===== src/rtl/ansp_pkg.sv =====
`timescale 1ns / 1ps

package ansp_pkg;

  localparam int unsigned UNIT_W      = 16;
  localparam int unsigned RGB_W       = 24;
  localparam int unsigned LEVEL_W     = 8;
  localparam int unsigned APB_AW      = 4;
  localparam int unsigned APB_DW      = 32;
  localparam int unsigned TDATA_OUT_W = 64;
  localparam int unsigned TUSER_OUT_W = 3;

  typedef struct packed {
    logic [LEVEL_W-1:0] dark;
    logic [LEVEL_W-1:0] bright_base;
    logic [LEVEL_W-1:0] bright_lit;
  } levels_t;

  // Source of the unit loaded into the output register.
  typedef enum logic [1:0] {
    SRC_INPUT = 2'd0,
    SRC_MEM   = 2'd1,
    SRC_HELD  = 2'd2
  } out_src_e;

  // What an accepted unit causes: a flush of the buffered sequence,
  // then possibly the unit itself.
  typedef struct packed {
    logic flush;
    logic emit;
  } plan_t;

  typedef struct packed {
    plan_t plan;
    logic  out_free;
    logic  rd_last;
  } dp_stat_t;

  typedef struct packed {
    logic     take;
    logic     rd_next;
    logic     load;
    out_src_e src;
    logic     last;
  } dp_cmd_t;

endpackage


===== src/rtl/ansp_cfg.sv =====
`timescale 1ns / 1ps

module ansp_cfg (
  input  logic                         clk_i,
  input  logic                         rst_ni,
  input  logic                         psel,
  input  logic                         penable,
  input  logic                         pwrite,
  input  logic [ansp_pkg::APB_AW-1:0]  paddr,
  input  logic [ansp_pkg::APB_DW-1:0]  pwdata,
  output logic [ansp_pkg::APB_DW-1:0]  prdata,
  output logic                         pready,
  output ansp_pkg::levels_t            levels_o
);

  localparam int unsigned DW = ansp_pkg::APB_DW;
  localparam int unsigned LW = ansp_pkg::LEVEL_W;

  localparam logic [1:0] REG_LEVEL_DARK        = 2'd0;
  localparam logic [1:0] REG_LEVEL_BRIGHT_BASE = 2'd1;
  localparam logic [1:0] REG_LEVEL_BRIGHT_LIT  = 2'd2;

  localparam logic [LW-1:0] DARK_RST        = 8'd187;
  localparam logic [LW-1:0] BRIGHT_BASE_RST = 8'd85;
  localparam logic [LW-1:0] BRIGHT_LIT_RST  = 8'd255;

  ansp_pkg::levels_t levels_q, levels_d;
  logic [1:0]        reg_idx;
  logic              wr_en;

  assign reg_idx = paddr[3:2];
  assign wr_en   = psel && penable && pwrite;
  assign pready  = 1'b1;

  always_comb begin
    levels_d = levels_q;
    if (wr_en) begin
      unique case (reg_idx)
        REG_LEVEL_DARK:        levels_d.dark        = pwdata[LW-1:0];
        REG_LEVEL_BRIGHT_BASE: levels_d.bright_base = pwdata[LW-1:0];
        REG_LEVEL_BRIGHT_LIT:  levels_d.bright_lit  = pwdata[LW-1:0];
        default: ;
      endcase
    end
  end

  always_comb begin
    unique case (reg_idx)
      REG_LEVEL_DARK:        prdata = {{(DW-LW){1'b0}}, levels_q.dark};
      REG_LEVEL_BRIGHT_BASE: prdata = {{(DW-LW){1'b0}}, levels_q.bright_base};
      REG_LEVEL_BRIGHT_LIT:  prdata = {{(DW-LW){1'b0}}, levels_q.bright_lit};
      default:               prdata = '0;
    endcase
  end

  always_ff @(posedge clk_i or negedge rst_ni) begin
    if (!rst_ni) begin
      levels_q.dark        <= DARK_RST;
      levels_q.bright_base <= BRIGHT_BASE_RST;
      levels_q.bright_lit  <= BRIGHT_LIT_RST;
    end else begin
      levels_q <= levels_d;
    end
  end

  assign levels_o = levels_q;

endmodule


===== src/rtl/ansp_ctrl.sv =====
`timescale 1ns / 1ps

module ansp_ctrl (
  input  logic               clk_i,
  input  logic               rst_ni,
  input  logic               s_valid_i,
  output logic               s_ready_o,
  input  ansp_pkg::dp_stat_t stat_i,
  output ansp_pkg::dp_cmd_t  cmd_o
);

  typedef enum logic [1:0] {
    ST_IDLE = 2'd0,
    ST_READ = 2'd1,
    ST_LOAD = 2'd2,
    ST_EMIT = 2'd3
  } state_e;

  state_e state_q, state_d;
  logic   emit_q, emit_d;

  always_comb begin
    cmd_o     = '0;
    s_ready_o = 1'b0;
    state_d   = state_q;
    emit_d    = emit_q;
    unique case (state_q)
      ST_IDLE: begin
        s_ready_o = stat_i.out_free;
        if (s_valid_i && stat_i.out_free) begin
          cmd_o.take = 1'b1;
          emit_d     = stat_i.plan.emit;
          if (stat_i.plan.flush) begin
            state_d = ST_READ;
          end else if (stat_i.plan.emit) begin
            // plain unit goes straight to the output register
            cmd_o.load = 1'b1;
            cmd_o.src  = ansp_pkg::SRC_INPUT;
            cmd_o.last = 1'b1;
          end
        end
      end
      ST_READ: begin
        // wait for the registered buffer read
        state_d = ST_LOAD;
      end
      ST_LOAD: begin
        if (stat_i.out_free) begin
          cmd_o.load    = 1'b1;
          cmd_o.src     = ansp_pkg::SRC_MEM;
          cmd_o.last    = stat_i.rd_last && !emit_q;
          cmd_o.rd_next = 1'b1;
          if (stat_i.rd_last) begin
            state_d = emit_q ? ST_EMIT : ST_IDLE;
          end else begin
            state_d = ST_READ;
          end
        end
      end
      ST_EMIT: begin
        if (stat_i.out_free) begin
          cmd_o.load = 1'b1;
          cmd_o.src  = ansp_pkg::SRC_HELD;
          cmd_o.last = 1'b1;
          state_d    = ST_IDLE;
        end
      end
      default: state_d = ST_IDLE;
    endcase
  end

  always_ff @(posedge clk_i or negedge rst_ni) begin
    if (!rst_ni) begin
      state_q <= ST_IDLE;
      emit_q  <= 1'b0;
    end else begin
      state_q <= state_d;
      emit_q  <= emit_d;
    end
  end

endmodule


===== src/rtl/ansp_dp.sv =====
`timescale 1ns / 1ps

module ansp_dp #(
  parameter int unsigned SEQ_DEPTH = 16
) (
  input  logic                          clk_i,
  input  logic                          rst_ni,
  input  logic [ansp_pkg::UNIT_W-1:0]   unit_i,
  input  logic                          eot_i,
  input  ansp_pkg::levels_t             levels_i,
  input  ansp_pkg::dp_cmd_t             cmd_i,
  output ansp_pkg::dp_stat_t            stat_o,
  input  logic                          out_ready_i,
  output logic                          out_valid_o,
  output logic [ansp_pkg::UNIT_W-1:0]   out_unit_o,
  output logic [ansp_pkg::RGB_W-1:0]    out_fg_o,
  output logic                          out_fg_def_o,
  output logic [ansp_pkg::RGB_W-1:0]    out_bg_o,
  output logic                          out_bg_def_o,
  output logic                          out_ul_o,
  output logic                          out_last_o
);

  localparam int unsigned UW = ansp_pkg::UNIT_W;
  localparam int unsigned CW = $clog2(SEQ_DEPTH + 1);
  localparam int unsigned IW = $clog2(SEQ_DEPTH);

  localparam logic [UW-1:0] CH_ESC  = 16'h001B;
  localparam logic [UW-1:0] CH_LB   = 16'h005B;
  localparam logic [UW-1:0] CH_ZERO = 16'h0030;
  localparam logic [UW-1:0] CH_NINE = 16'h0039;
  localparam logic [UW-1:0] CH_SEMI = 16'h003B;
  localparam logic [UW-1:0] CH_M    = 16'h006D;

  localparam logic [6:0] P_RESET  = 7'd0;
  localparam logic [6:0] P_BRIGHT = 7'd1;
  localparam logic [6:0] P_UL     = 7'd4;
  localparam logic [6:0] P_NORMAL = 7'd22;
  localparam logic [6:0] P_NO_UL  = 7'd24;
  localparam logic [6:0] P_FG_LO  = 7'd30;
  localparam logic [6:0] P_FG_HI  = 7'd37;
  localparam logic [6:0] P_BG_LO  = 7'd40;
  localparam logic [6:0] P_BG_HI  = 7'd47;
  localparam logic [6:0] PV_MAX   = 7'd100;

  typedef enum logic [1:0] {
    MODE_PLAIN = 2'd0,
    MODE_ESC   = 2'd1,
    MODE_PARAM = 2'd2
  } mode_e;

  typedef struct packed {
    logic [ansp_pkg::RGB_W-1:0] fg;
    logic                       fg_def;
    logic [ansp_pkg::RGB_W-1:0] bg;
    logic                       bg_def;
    logic                       ul;
    logic                       br;
  } attr_t;

  localparam attr_t ATTR_RST = '{fg: '0, fg_def: 1'b1, bg: '0, bg_def: 1'b1,
                                 ul: 1'b0, br: 1'b0};

  function automatic logic [ansp_pkg::RGB_W-1:0] palette(
    input logic [2:0] idx, input logic br, input ansp_pkg::levels_t lv);
    logic [ansp_pkg::LEVEL_W-1:0] lit;
    logic [ansp_pkg::LEVEL_W-1:0] off;
    lit = br ? lv.bright_lit : lv.dark;
    off = br ? lv.bright_base : '0;
    return {idx[0] ? lit : off, idx[1] ? lit : off, idx[2] ? lit : off};
  endfunction

  function automatic attr_t apply_param(
    input logic [6:0] v, input attr_t a, input ansp_pkg::levels_t lv);
    attr_t r;
    r = a;
    if (v == P_RESET) begin
      r = ATTR_RST;
    end else if (v == P_BRIGHT) begin
      r.br = 1'b1;
    end else if (v == P_NORMAL) begin
      r.br = 1'b0;
    end else if (v == P_UL) begin
      r.ul = 1'b1;
    end else if (v == P_NO_UL) begin
      r.ul = 1'b0;
    end else if (v >= P_FG_LO && v <= P_FG_HI) begin
      r.fg     = palette(3'(v - P_FG_LO), a.br, lv);
      r.fg_def = 1'b0;
    end else if (v >= P_BG_LO && v <= P_BG_HI) begin
      r.bg     = palette(3'(v - P_BG_LO), a.br, lv);
      r.bg_def = 1'b0;
    end
    return r;
  endfunction

  // parser state
  mode_e         mode_q;
  logic [CW-1:0] count_q;
  logic [6:0]    pv_q;
  logic          hd_q;
  attr_t         attr_q;
  attr_t         shadow_q;

  // sequence buffer; entry 0 is always ESC and is never stored
  logic [UW-1:0] mem [SEQ_DEPTH];
  logic [UW-1:0] rdata_q;
  logic [IW-1:0] ptr_q;
  logic [CW-1:0] flush_len_q;
  logic [UW-1:0] held_unit_q;

  // output register
  logic                        out_valid_q;
  logic [UW-1:0]               out_unit_q;
  logic [ansp_pkg::RGB_W-1:0]  out_fg_q;
  logic                        out_fg_def_q;
  logic [ansp_pkg::RGB_W-1:0]  out_bg_q;
  logic                        out_bg_def_q;
  logic                        out_ul_q;
  logic                        out_last_q;

  logic          is_esc, is_lb, is_dig, is_semi, is_m;
  logic          room, in_seq, seq_ok, commit, fail, plain, start;
  logic [10:0]   nv;
  logic [6:0]    pv_dig;
  attr_t         shadow_applied;
  logic [UW-1:0] load_unit;

  always_comb begin
    is_esc  = (unit_i == CH_ESC);
    is_lb   = (unit_i == CH_LB);
    is_dig  = (unit_i >= CH_ZERO) && (unit_i <= CH_NINE);
    is_semi = (unit_i == CH_SEMI);
    is_m    = (unit_i == CH_M);
    room    = (count_q < CW'(SEQ_DEPTH));
    in_seq  = (mode_q == MODE_ESC) || (mode_q == MODE_PARAM);
    seq_ok  = 1'b0;
    commit  = 1'b0;
    unique case (mode_q)
      MODE_ESC:   seq_ok = is_lb && room;
      MODE_PARAM: begin
        seq_ok = (is_dig || is_semi) && room;
        commit = !seq_ok && is_m && (count_q > CW'(2));
      end
      default: ;
    endcase
    fail  = in_seq && !seq_ok && !commit;
    plain = !in_seq || fail;
    // ESC opens a sequence unless the text ends on it
    start = plain && is_esc && !eot_i;
    stat_o.plan.flush = fail || (seq_ok && eot_i);
    stat_o.plan.emit  = (plain && !start) || (seq_ok && eot_i);
    stat_o.rd_last    = ((CW'(ptr_q) + CW'(1)) == flush_len_q);
    stat_o.out_free   = !out_valid_q || out_ready_i;
  end

  // decimal accumulate with saturation
  always_comb begin
    nv     = {1'b0, pv_q, 3'b000} + {3'b000, pv_q, 1'b0} + {7'd0, unit_i[3:0]};
    pv_dig = ((pv_q >= PV_MAX) || (nv > 11'(PV_MAX))) ? PV_MAX : nv[6:0];
    shadow_applied = hd_q ? apply_param(pv_q, shadow_q, levels_i) : shadow_q;
  end

  always_ff @(posedge clk_i or negedge rst_ni) begin
    if (!rst_ni) begin
      mode_q   <= MODE_PLAIN;
      count_q  <= '0;
      pv_q     <= '0;
      hd_q     <= 1'b0;
      attr_q   <= ATTR_RST;
      shadow_q <= ATTR_RST;
    end else if (cmd_i.take) begin
      if (start) begin
        mode_q  <= MODE_ESC;
        count_q <= CW'(1);
      end else if (plain) begin
        mode_q  <= MODE_PLAIN;
        count_q <= '0;
      end else if (commit) begin
        attr_q   <= shadow_applied;
        shadow_q <= shadow_applied;
        pv_q     <= '0;
        hd_q     <= 1'b0;
        mode_q   <= MODE_PLAIN;
        count_q  <= '0;
      end else if (seq_ok) begin
        if (eot_i) begin
          mode_q  <= MODE_PLAIN;
          count_q <= '0;
        end else begin
          count_q <= count_q + CW'(1);
          if (mode_q == MODE_ESC) begin
            mode_q   <= MODE_PARAM;
            shadow_q <= attr_q;
            pv_q     <= '0;
            hd_q     <= 1'b0;
          end else if (is_dig) begin
            pv_q <= pv_dig;
            hd_q <= 1'b1;
          end else begin
            shadow_q <= shadow_applied;
            pv_q     <= '0;
            hd_q     <= 1'b0;
          end
        end
      end
    end
  end

  always_ff @(posedge clk_i) begin
    if (cmd_i.take && seq_ok && !eot_i) begin
      mem[count_q[IW-1:0]] <= unit_i;
    end
    rdata_q <= (ptr_q == '0) ? CH_ESC : mem[ptr_q];
  end

  always_ff @(posedge clk_i or negedge rst_ni) begin
    if (!rst_ni) begin
      ptr_q       <= '0;
      flush_len_q <= '0;
    end else if (cmd_i.take) begin
      ptr_q       <= '0;
      flush_len_q <= count_q;
    end else if (cmd_i.rd_next) begin
      ptr_q <= ptr_q + IW'(1);
    end
  end

  always_ff @(posedge clk_i) begin
    if (cmd_i.take) begin
      held_unit_q <= unit_i;
    end
  end

  always_comb begin
    case (cmd_i.src)
      ansp_pkg::SRC_MEM:  load_unit = rdata_q;
      ansp_pkg::SRC_HELD: load_unit = held_unit_q;
      default:            load_unit = unit_i;
    endcase
  end

  always_ff @(posedge clk_i or negedge rst_ni) begin
    if (!rst_ni) begin
      out_valid_q <= 1'b0;
    end else if (cmd_i.load) begin
      out_valid_q <= 1'b1;
    end else if (out_ready_i) begin
      out_valid_q <= 1'b0;
    end
  end

  always_ff @(posedge clk_i) begin
    if (cmd_i.load) begin
      out_unit_q   <= load_unit;
      out_fg_q     <= attr_q.fg_def ? '0 : attr_q.fg;
      out_fg_def_q <= attr_q.fg_def;
      out_bg_q     <= attr_q.bg_def ? '0 : attr_q.bg;
      out_bg_def_q <= attr_q.bg_def;
      out_ul_q     <= attr_q.ul;
      out_last_q   <= cmd_i.last;
    end
  end

  assign out_valid_o  = out_valid_q;
  assign out_unit_o   = out_unit_q;
  assign out_fg_o     = out_fg_q;
  assign out_fg_def_o = out_fg_def_q;
  assign out_bg_o     = out_bg_q;
  assign out_bg_def_o = out_bg_def_q;
  assign out_ul_o     = out_ul_q;
  assign out_last_o   = out_last_q;

endmodule


===== src/rtl/ansi_sgr_color_parser_core.sv =====
`timescale 1ns / 1ps

// SGR escape parser: takes one UTF-16 unit per beat and emits each plain
// character with its committed colors and underline. A plain unit is taken
// every cycle while the output is drained. A unit inside ESC [ ... m is
// taken and gives no beat; the closing m commits the new
// attributes. A failed sequence, or one cut off by tlast, replays the
// buffered units (registered read of the sequence buffer, SEQ_DEPTH
// units deep), then the unit that ended it unless that unit is an ESC
// opening a new sequence. tlast on the output marks the last beat caused
// by one input beat. Registers at 0x0, 0x4, 0x8: dark level, bright base
// level, bright lit level; write them only while the block is idle.
module ansi_sgr_color_parser_core #(
  parameter int unsigned SEQ_DEPTH = 16
) (
  input  logic                              clk_i,
  input  logic                              rst_ni,
  input  logic                              s_axis_tvalid,
  output logic                              s_axis_tready,
  input  logic [ansp_pkg::UNIT_W-1:0]       s_axis_tdata,  // [15:0] text_unit
  input  logic                              s_axis_tlast,
  output logic                              m_axis_tvalid,
  input  logic                              m_axis_tready,
  // [15:0] out_unit, [39:16] fg_rgb, [63:40] bg_rgb
  output logic [ansp_pkg::TDATA_OUT_W-1:0]  m_axis_tdata,
  // [0] fg_default, [1] bg_default, [2] underline
  output logic [ansp_pkg::TUSER_OUT_W-1:0]  m_axis_tuser,
  output logic                              m_axis_tlast,
  input  logic                              psel,
  input  logic                              penable,
  input  logic                              pwrite,
  input  logic [ansp_pkg::APB_AW-1:0]       paddr,
  input  logic [ansp_pkg::APB_DW-1:0]       pwdata,
  output logic [ansp_pkg::APB_DW-1:0]       prdata,
  output logic                              pready
);

  ansp_pkg::levels_t  levels;
  ansp_pkg::dp_stat_t stat;
  ansp_pkg::dp_cmd_t  cmd;

  logic [ansp_pkg::UNIT_W-1:0] out_unit;
  logic [ansp_pkg::RGB_W-1:0]  out_fg;
  logic [ansp_pkg::RGB_W-1:0]  out_bg;
  logic                        out_fg_def;
  logic                        out_bg_def;
  logic                        out_ul;

  ansp_cfg u_cfg (
    .clk_i    (clk_i),
    .rst_ni   (rst_ni),
    .psel     (psel),
    .penable  (penable),
    .pwrite   (pwrite),
    .paddr    (paddr),
    .pwdata   (pwdata),
    .prdata   (prdata),
    .pready   (pready),
    .levels_o (levels)
  );

  ansp_ctrl u_ctrl (
    .clk_i     (clk_i),
    .rst_ni    (rst_ni),
    .s_valid_i (s_axis_tvalid),
    .s_ready_o (s_axis_tready),
    .stat_i    (stat),
    .cmd_o     (cmd)
  );

  ansp_dp #(
    .SEQ_DEPTH (SEQ_DEPTH)
  ) u_dp (
    .clk_i        (clk_i),
    .rst_ni       (rst_ni),
    .unit_i       (s_axis_tdata),
    .eot_i        (s_axis_tlast),
    .levels_i     (levels),
    .cmd_i        (cmd),
    .stat_o       (stat),
    .out_ready_i  (m_axis_tready),
    .out_valid_o  (m_axis_tvalid),
    .out_unit_o   (out_unit),
    .out_fg_o     (out_fg),
    .out_fg_def_o (out_fg_def),
    .out_bg_o     (out_bg),
    .out_bg_def_o (out_bg_def),
    .out_ul_o     (out_ul),
    .out_last_o   (m_axis_tlast)
  );

  assign m_axis_tdata = {out_bg, out_fg, out_unit};
  assign m_axis_tuser = {out_ul, out_bg_def, out_fg_def};

endmodule


===== config.mk =====
export PLATFORM = sky130hd
export DESIGN_NAME = ansi_sgr_color_parser_core
export DESIGN_NICKNAME = d
export VERILOG_FILES = /design/src/rtl/ansp_pkg.sv /design/src/rtl/ansp_cfg.sv /design/src/rtl/ansp_ctrl.sv /design/src/rtl/ansp_dp.sv /design/src/rtl/ansi_sgr_color_parser_core.sv
export SDC_FILE = /design/constraint.sdc
export NUM_CORES = 1
export LEC_CHECK = 0
export BUFFER_PORTS_ARGS = -buffer_cell sky130_fd_sc_hd__buf_2
export CORE_ASPECT_RATIO = 2
export CORE_MARGIN = 2
export CORE_UTILIZATION = 30
export CTS_BUF_LIST = sky130_fd_sc_hd__clkbuf_4 sky130_fd_sc_hd__clkbuf_8
export DETAILED_ROUTE_END_ITERATION = 10
export PLACE_DENSITY = 0.43
export SLEW_MARGIN = 5
export SYNTH_ARGS = -nofsm -noshare
export SYNTH_HDL_FRONTEND = slang
export SYNTH_SLANG_ARGS = --single-unit

===== constraint.sdc =====
create_clock -name clk_i -period 14.6 [get_ports clk_i]
set_input_delay 0.73 -clock clk_i [delete_from_list [all_inputs] [get_ports clk_i]]
set_output_delay 0.73 -clock clk_i [all_outputs]
set_load 0.02 [all_outputs]

==> impl_summary.log <==
INFO  metric drt-total-wl = about 65000 µm
INFO  metric postSynthCellCount = about 1700
INFO  metric setup-tns-final = 0 ns
INFO  metric vias_in_the_first_global_route = ~15000
INFO  metric cts_tree = yes
INFO  metric numPortBuffers = 111
INFO  metric synth_seq_area_share = 64.60%
INFO  metric grt_use_total = 17.32%
INFO  metric pre_cts_ws = approximately 11 ns
INFO  metric flow.area_growth_from_synthesis = 14.70%
INFO  metric area_of_the_core_region = ~74000 µm²
INFO  metric initial_antenna_violation_count = 7
INFO  metric finalCritPeriodShare = 23.73%
INFO  metric ys_warn_count = 0
INFO  metric internal-power = roughly 2.7 mW
INFO  metric chipHeight = slightly below 400 µm
INFO  metric routed-via-count = between 10000 and 15000
INFO  metric timing.slew.headroom = ~26%
INFO  metric initial_util = between 30% and 40%
INFO  metric status = finished, final reports clean
INFO  metric worstSetupEndpointType = flip-flop
INFO  metric critical_path.reg2reg.startpoint = u_dp.mode_q[1]
INFO  metric fin_hold_ws = 0.2758 ns
INFO  metric skew = around 0.035 ns
INFO  metric synth_edf_count = between 300 and 400
INFO  metric category_of_the_critical_setup_timing_path = reg -> reg
INFO  metric tritoncts_num_sinks = approximately 500
INFO  metric relative_contribution_of_sequential_cells_to_total_power = 46.2%
INFO  metric die_width = between 150 and 200 µm
INFO  metric power.density = ~150 nW/µm²
INFO  metric slew_of_the_pin_with_the_lowest_slew_margin = about 1.1 ns
INFO  metric drt_first_pass_iters = 5
INFO  metric place.gp.congestion = between 0.7 and 0.8
INFO  metric cts_max_path_buffers = 3
INFO  metric synth-adder-area-share = ~1.6%
INFO  metric instance_count_after_placement_with_tap_cells_included = 2638
INFO  metric grt_start_max_net_pins = 66
INFO  metric post_synth_xor_xnor_area = 0.3521%
INFO  metric power.share.switching = a little over 30%
INFO  metric power.clock.fraction = 32.6%
INFO  metric muxShareOfSynthArea = 11.42%
INFO  metric post-route-worst-setup-slack = ~11 ns
INFO  metric cts_htree_levels = 3
INFO  metric hp-class = in -> reg
INFO  metric grt_setup_unrepaired = no
INFO  metric min_period = 3.465 ns
INFO  metric cp.arrival = 3.84 ns
INFO  metric viasPerCell = between 5 and 6
INFO  metric register_area = around 14000 µm²
INFO  metric cp_slowest_cell = nor2_2
INFO  metric post-dp-hpwl = just over 40000 µm
INFO  metric boundaryPins = around 160
INFO  metric buffers_inserted_during_post_cts_setup_optimization = 0
INFO  metric cell_class_contributing_the_biggest_share_of_worst_path_delay = simple AND/OR/NAND/NOR gates
INFO  metric critPathRequiredTime = approximately 15 ns
INFO  metric hp-start = pwdata[4]
INFO  metric final_net_count = around 1900
INFO  metric clkLatencyLatePin = 0.72 ns
INFO  metric drt-initial-drc-count = roughly 800
INFO  metric avgRoutedWirePerCell = ~23 µm
INFO  metric multi_input_logic_area = between 7000 and 8000 µm²
INFO  metric whs_endpoint = u_cfg.levels_o[4]
INFO  metric largest_family_of_logic_cells_by_synthesized_area = multiplexers
INFO  metric timing.critical_path.slowest_cell_delay = between 0.5 and 0.6 ns
INFO  metric timing_max_transition_violations_final = 0
INFO  metric globalRouteOverflowTotal = 0
INFO  metric path_clk_slew = about 0.06 ns
INFO  metric postSynthAreaPerCell = 13.51 µm²
INFO  metric worst-path-max-fanout = 10
INFO  metric yosys_register_bits = ~510
INFO  metric grt_pass1_wl = between 90000 and 100000 µm
INFO  metric synth-compound-area-share = 8.718%
INFO  metric final-setup-viol-count = 0
INFO  metric timing.reg2reg.setup_slack = between 10 and 15 ns
INFO  metric cap_violations = 0
INFO  metric crit_path_start_kind = flip-flop
INFO  metric instances_no_fill = around 2800
INFO  metric clock.fmax = about 0.29 GHz
INFO  metric floorplan.die_area = a little under 80000 µm²
INFO  metric floorplan.rows = 141
INFO  metric yosys.area_share.simple = 10.13%
INFO  metric number_of_buffers_added_by_the_clock_tree_synthesis_step = 79
INFO  metric antenna_left = 0
INFO  metric nFillCells = just over 7000
INFO  metric drcViolationCount = 0
INFO  metric timing.reg2reg.worst_path_depth = 9
INFO  metric critical_path.cell_chain = inv_1 > ha_1 > nand3b_1 > a2111o_1 > o32ai_1 > and2_1 > nand2_1 > nor2_2 > buf_4
INFO  metric pwr-share-comb = roughly a fifth
INFO  metric timing.rr.end = u_dp.mem[7][0]
INFO  metric cp_num_buf_inv = 2
INFO  metric hold_viol_final = 0
INFO  metric power.leakage = around 10 nW
INFO  metric yosys.cell_types.count = between 70 and 80
INFO  metric root_buffer = clkbuf_8
INFO  metric p_total = between 3 and 4 mW
INFO  metric whs_path_depth = 2
INFO  metric post_route_cells_drive_above_1_share = between 20% and 30%
INFO  metric irDropWorstVdd = around 0.076 mV
INFO  metric postSynth.asyncResetShare = a little under a third
INFO  metric power.switching = about 1.2 mW
INFO  metric syn_area = approximately 22000 µm²
INFO  metric main_synth_ff_type = edfxtp_1
-- worst reg2reg max path, cell delays in order, from the launching register on --
cell and delay, ns:
dfrtp_1 0.39, inv_1 0.06, ha_1 0.32, nand3b_1 0.14, a2111o_1 0.38, o32ai_1 0.41
and2_1 0.30, nand2_1 0.22, nor2_2 0.55, buf_4 0.36
-- Yosys cell counts, types with 5 or more instances --
master | count | area, µm²
ha_1 | 25 | 312.8
nand2_1 | 224 | 840.8
and2_1 | 31 | 193.9
xnor2_1 | 6 | 52.55
a221oi_1 | 13 | 113.9
o31ai_1 | 5 | 37.54
o21ai_0 | 118 | 590.6
dfrtp_1 | 134 | 3353
nor2b_1 | 51 | 319.1
buf_2 | 9 | 45.04
nor2_1 | 66 | 247.7
dfxtp_1 | 16 | 320.3
mux4_2 | 64 | 1441
edfxtp_1 | 340 | 10210
buf_4 | 28 | 210.2
or2_2 | 6 | 37.54
a31oi_1 | 40 | 250.2
mux2_2 | 28 | 315.3
nand2b_1 | 9 | 56.30
dfstp_2 | 22 | 578.1
and3_1 | 9 | 56.30
nand3_1 | 30 | 150.1
a22o_1 | 16 | 140.1
mux2i_1 | 80 | 800.8
o22ai_1 | 7 | 43.79
clkbuf_1 | 76 | 285.3
a21oi_1 | 22 | 110.1
inv_1 | 20 | 75.07
nor3_1 | 7 | 35.03
buf_1 | 9 | 33.78
a22oi_1 | 28 | 210.2
o21ai_1 | 38 | 190.2
-- flip-flops by register name, summed over array words and instances (netlist names) --
signal and flops:
u_ctrl.state_q 2, u_dp.out_last_o 1, u_dp.out_bg_o 24, u_dp.flush_len_q 5
u_dp.ptr_q 4, u_dp.held_unit_q 16, u_dp.rdata_q 16, u_dp.out_ul_o 1
u_dp.attr_q 52, u_dp.shadow_q 52, u_cfg.levels_o 24, u_dp.out_valid_o 1
u_dp.out_bg_def_o 1, u_dp.count_q 5, u_dp.out_fg_o 24, u_dp.mode_q 2
u_dp.out_unit_o 16, u_ctrl.emit_q 1, u_dp.pv_q 7, u_dp.mem 256
u_dp.hd_q 1, u_dp.out_fg_def_o 1
-- how the worst max path moves through the flow --
stage	start	endpoint	slack, ns	depth (start not counted)
final	u_dp.mode_q[1]	u_dp.mem[7][0]	11.13	9
after global routing	u_dp.mode_q[1]	u_dp.mem[7][0]	10.91	9
after CTS	u_dp.mode_q[1]	u_dp.mem[7][0]	11.11	9
after detailed placement	s_axis_tdata[8]	u_dp.out_bg_o[19]	10.66	7
after global placement	s_axis_tdata[7]	u_dp.out_bg_o[17]	10.72	7
after floorplan	m_axis_tready	u_dp.out_bg_def_o	7.83	4
-- layer usage --
layer | global-route usage (%) | up-vias | wire length [µm]
met3 | 2.743 | 102 | 2455
met4 | 8.079 | 2 | 2537
met2 | 33.67 | 399 | 36920
met5 | 0 | - | 10
met1 | 17.80 | 7247 | 23120
li1 | - | 6397 | -
-- cell families (layout without fill, tap and decap cells) --
group / Yosys count / in the layout
DFF: 512 / 512
and+or+nand+nor: 471 / 471
AOI/OAI and AO/OA: 317 / 317
muxes: 172 / 172
buffers and inverters: 147 / 321
adders and majority gates: 27 / 27
xor gates and xnor gates: 9 / 9
other: 2 / 26
-- stage by stage --
step,area [µm²],utilization (%)
global route,25680,34.74
detailed placement,23990,32.45
global placement,23990,32.45
CTS,25680,34.73
floorplan,22470,-
finish,25680,34.74
-- area by class of cell --
type | count | share of cell area [%]
multi-input combinational | 1021 | 28.75
tap | 929 | 4.527
clock inverter | 23 | 0.8283
clock buffer | 121 | 5.706
timing repair buffer | 157 | 3.542
inverter | 20 | 0.2924
sequential | 512 | 56.34
antenna | 1 | 0.009745
-- what timing repair did --
action,4_1_cts,5_1_grt
hold endpoints to repair,29,0
hold buffers,1,0
gates resized for setup,0,0
-- cells in the final DEF (no fill, tap or decap), types with 16 or more instances in the layout --
master	netlist	routed
edfxtp_1	340	340
nand2_1	224	223
dfrtp_1	134	131
o21ai_0	118	117
buf_2	9	110
clkbuf_8	0	89
mux2i_1	80	80
mux4_2	64	64
nor2b_1	51	51
nor2_1	66	49
buf_4	28	45
a31oi_1	40	40
o21ai_1	38	37
clkbuf_4	0	32
and2_1	31	31
nand3_1	30	30
a22oi_1	28	28
mux2_2	28	28
ha_1	25	25
conb_1	2	25
a21oi_1	22	22
dfstp_2	22	22
inv_1	20	20
nor2_2	0	17
a22o_1	16	16
dfxtp_1	16	16
-- power by group through the flow --
stage / Sequential, mW / Clock (mW) / Combinational [mW]
detailed placement: 1.86 / 0 / 0.868
CTS: 1.84 / 1.35 / 0.870
global route: 1.85 / 1.40 / 0.918
finish: 1.83 / 1.29 / 0.837
global placement: 1.86 / 0 / 0.864
floorplan: 1.93 / 0 / 0.475
No activity file was read; power rests on OpenSTA's default activity.
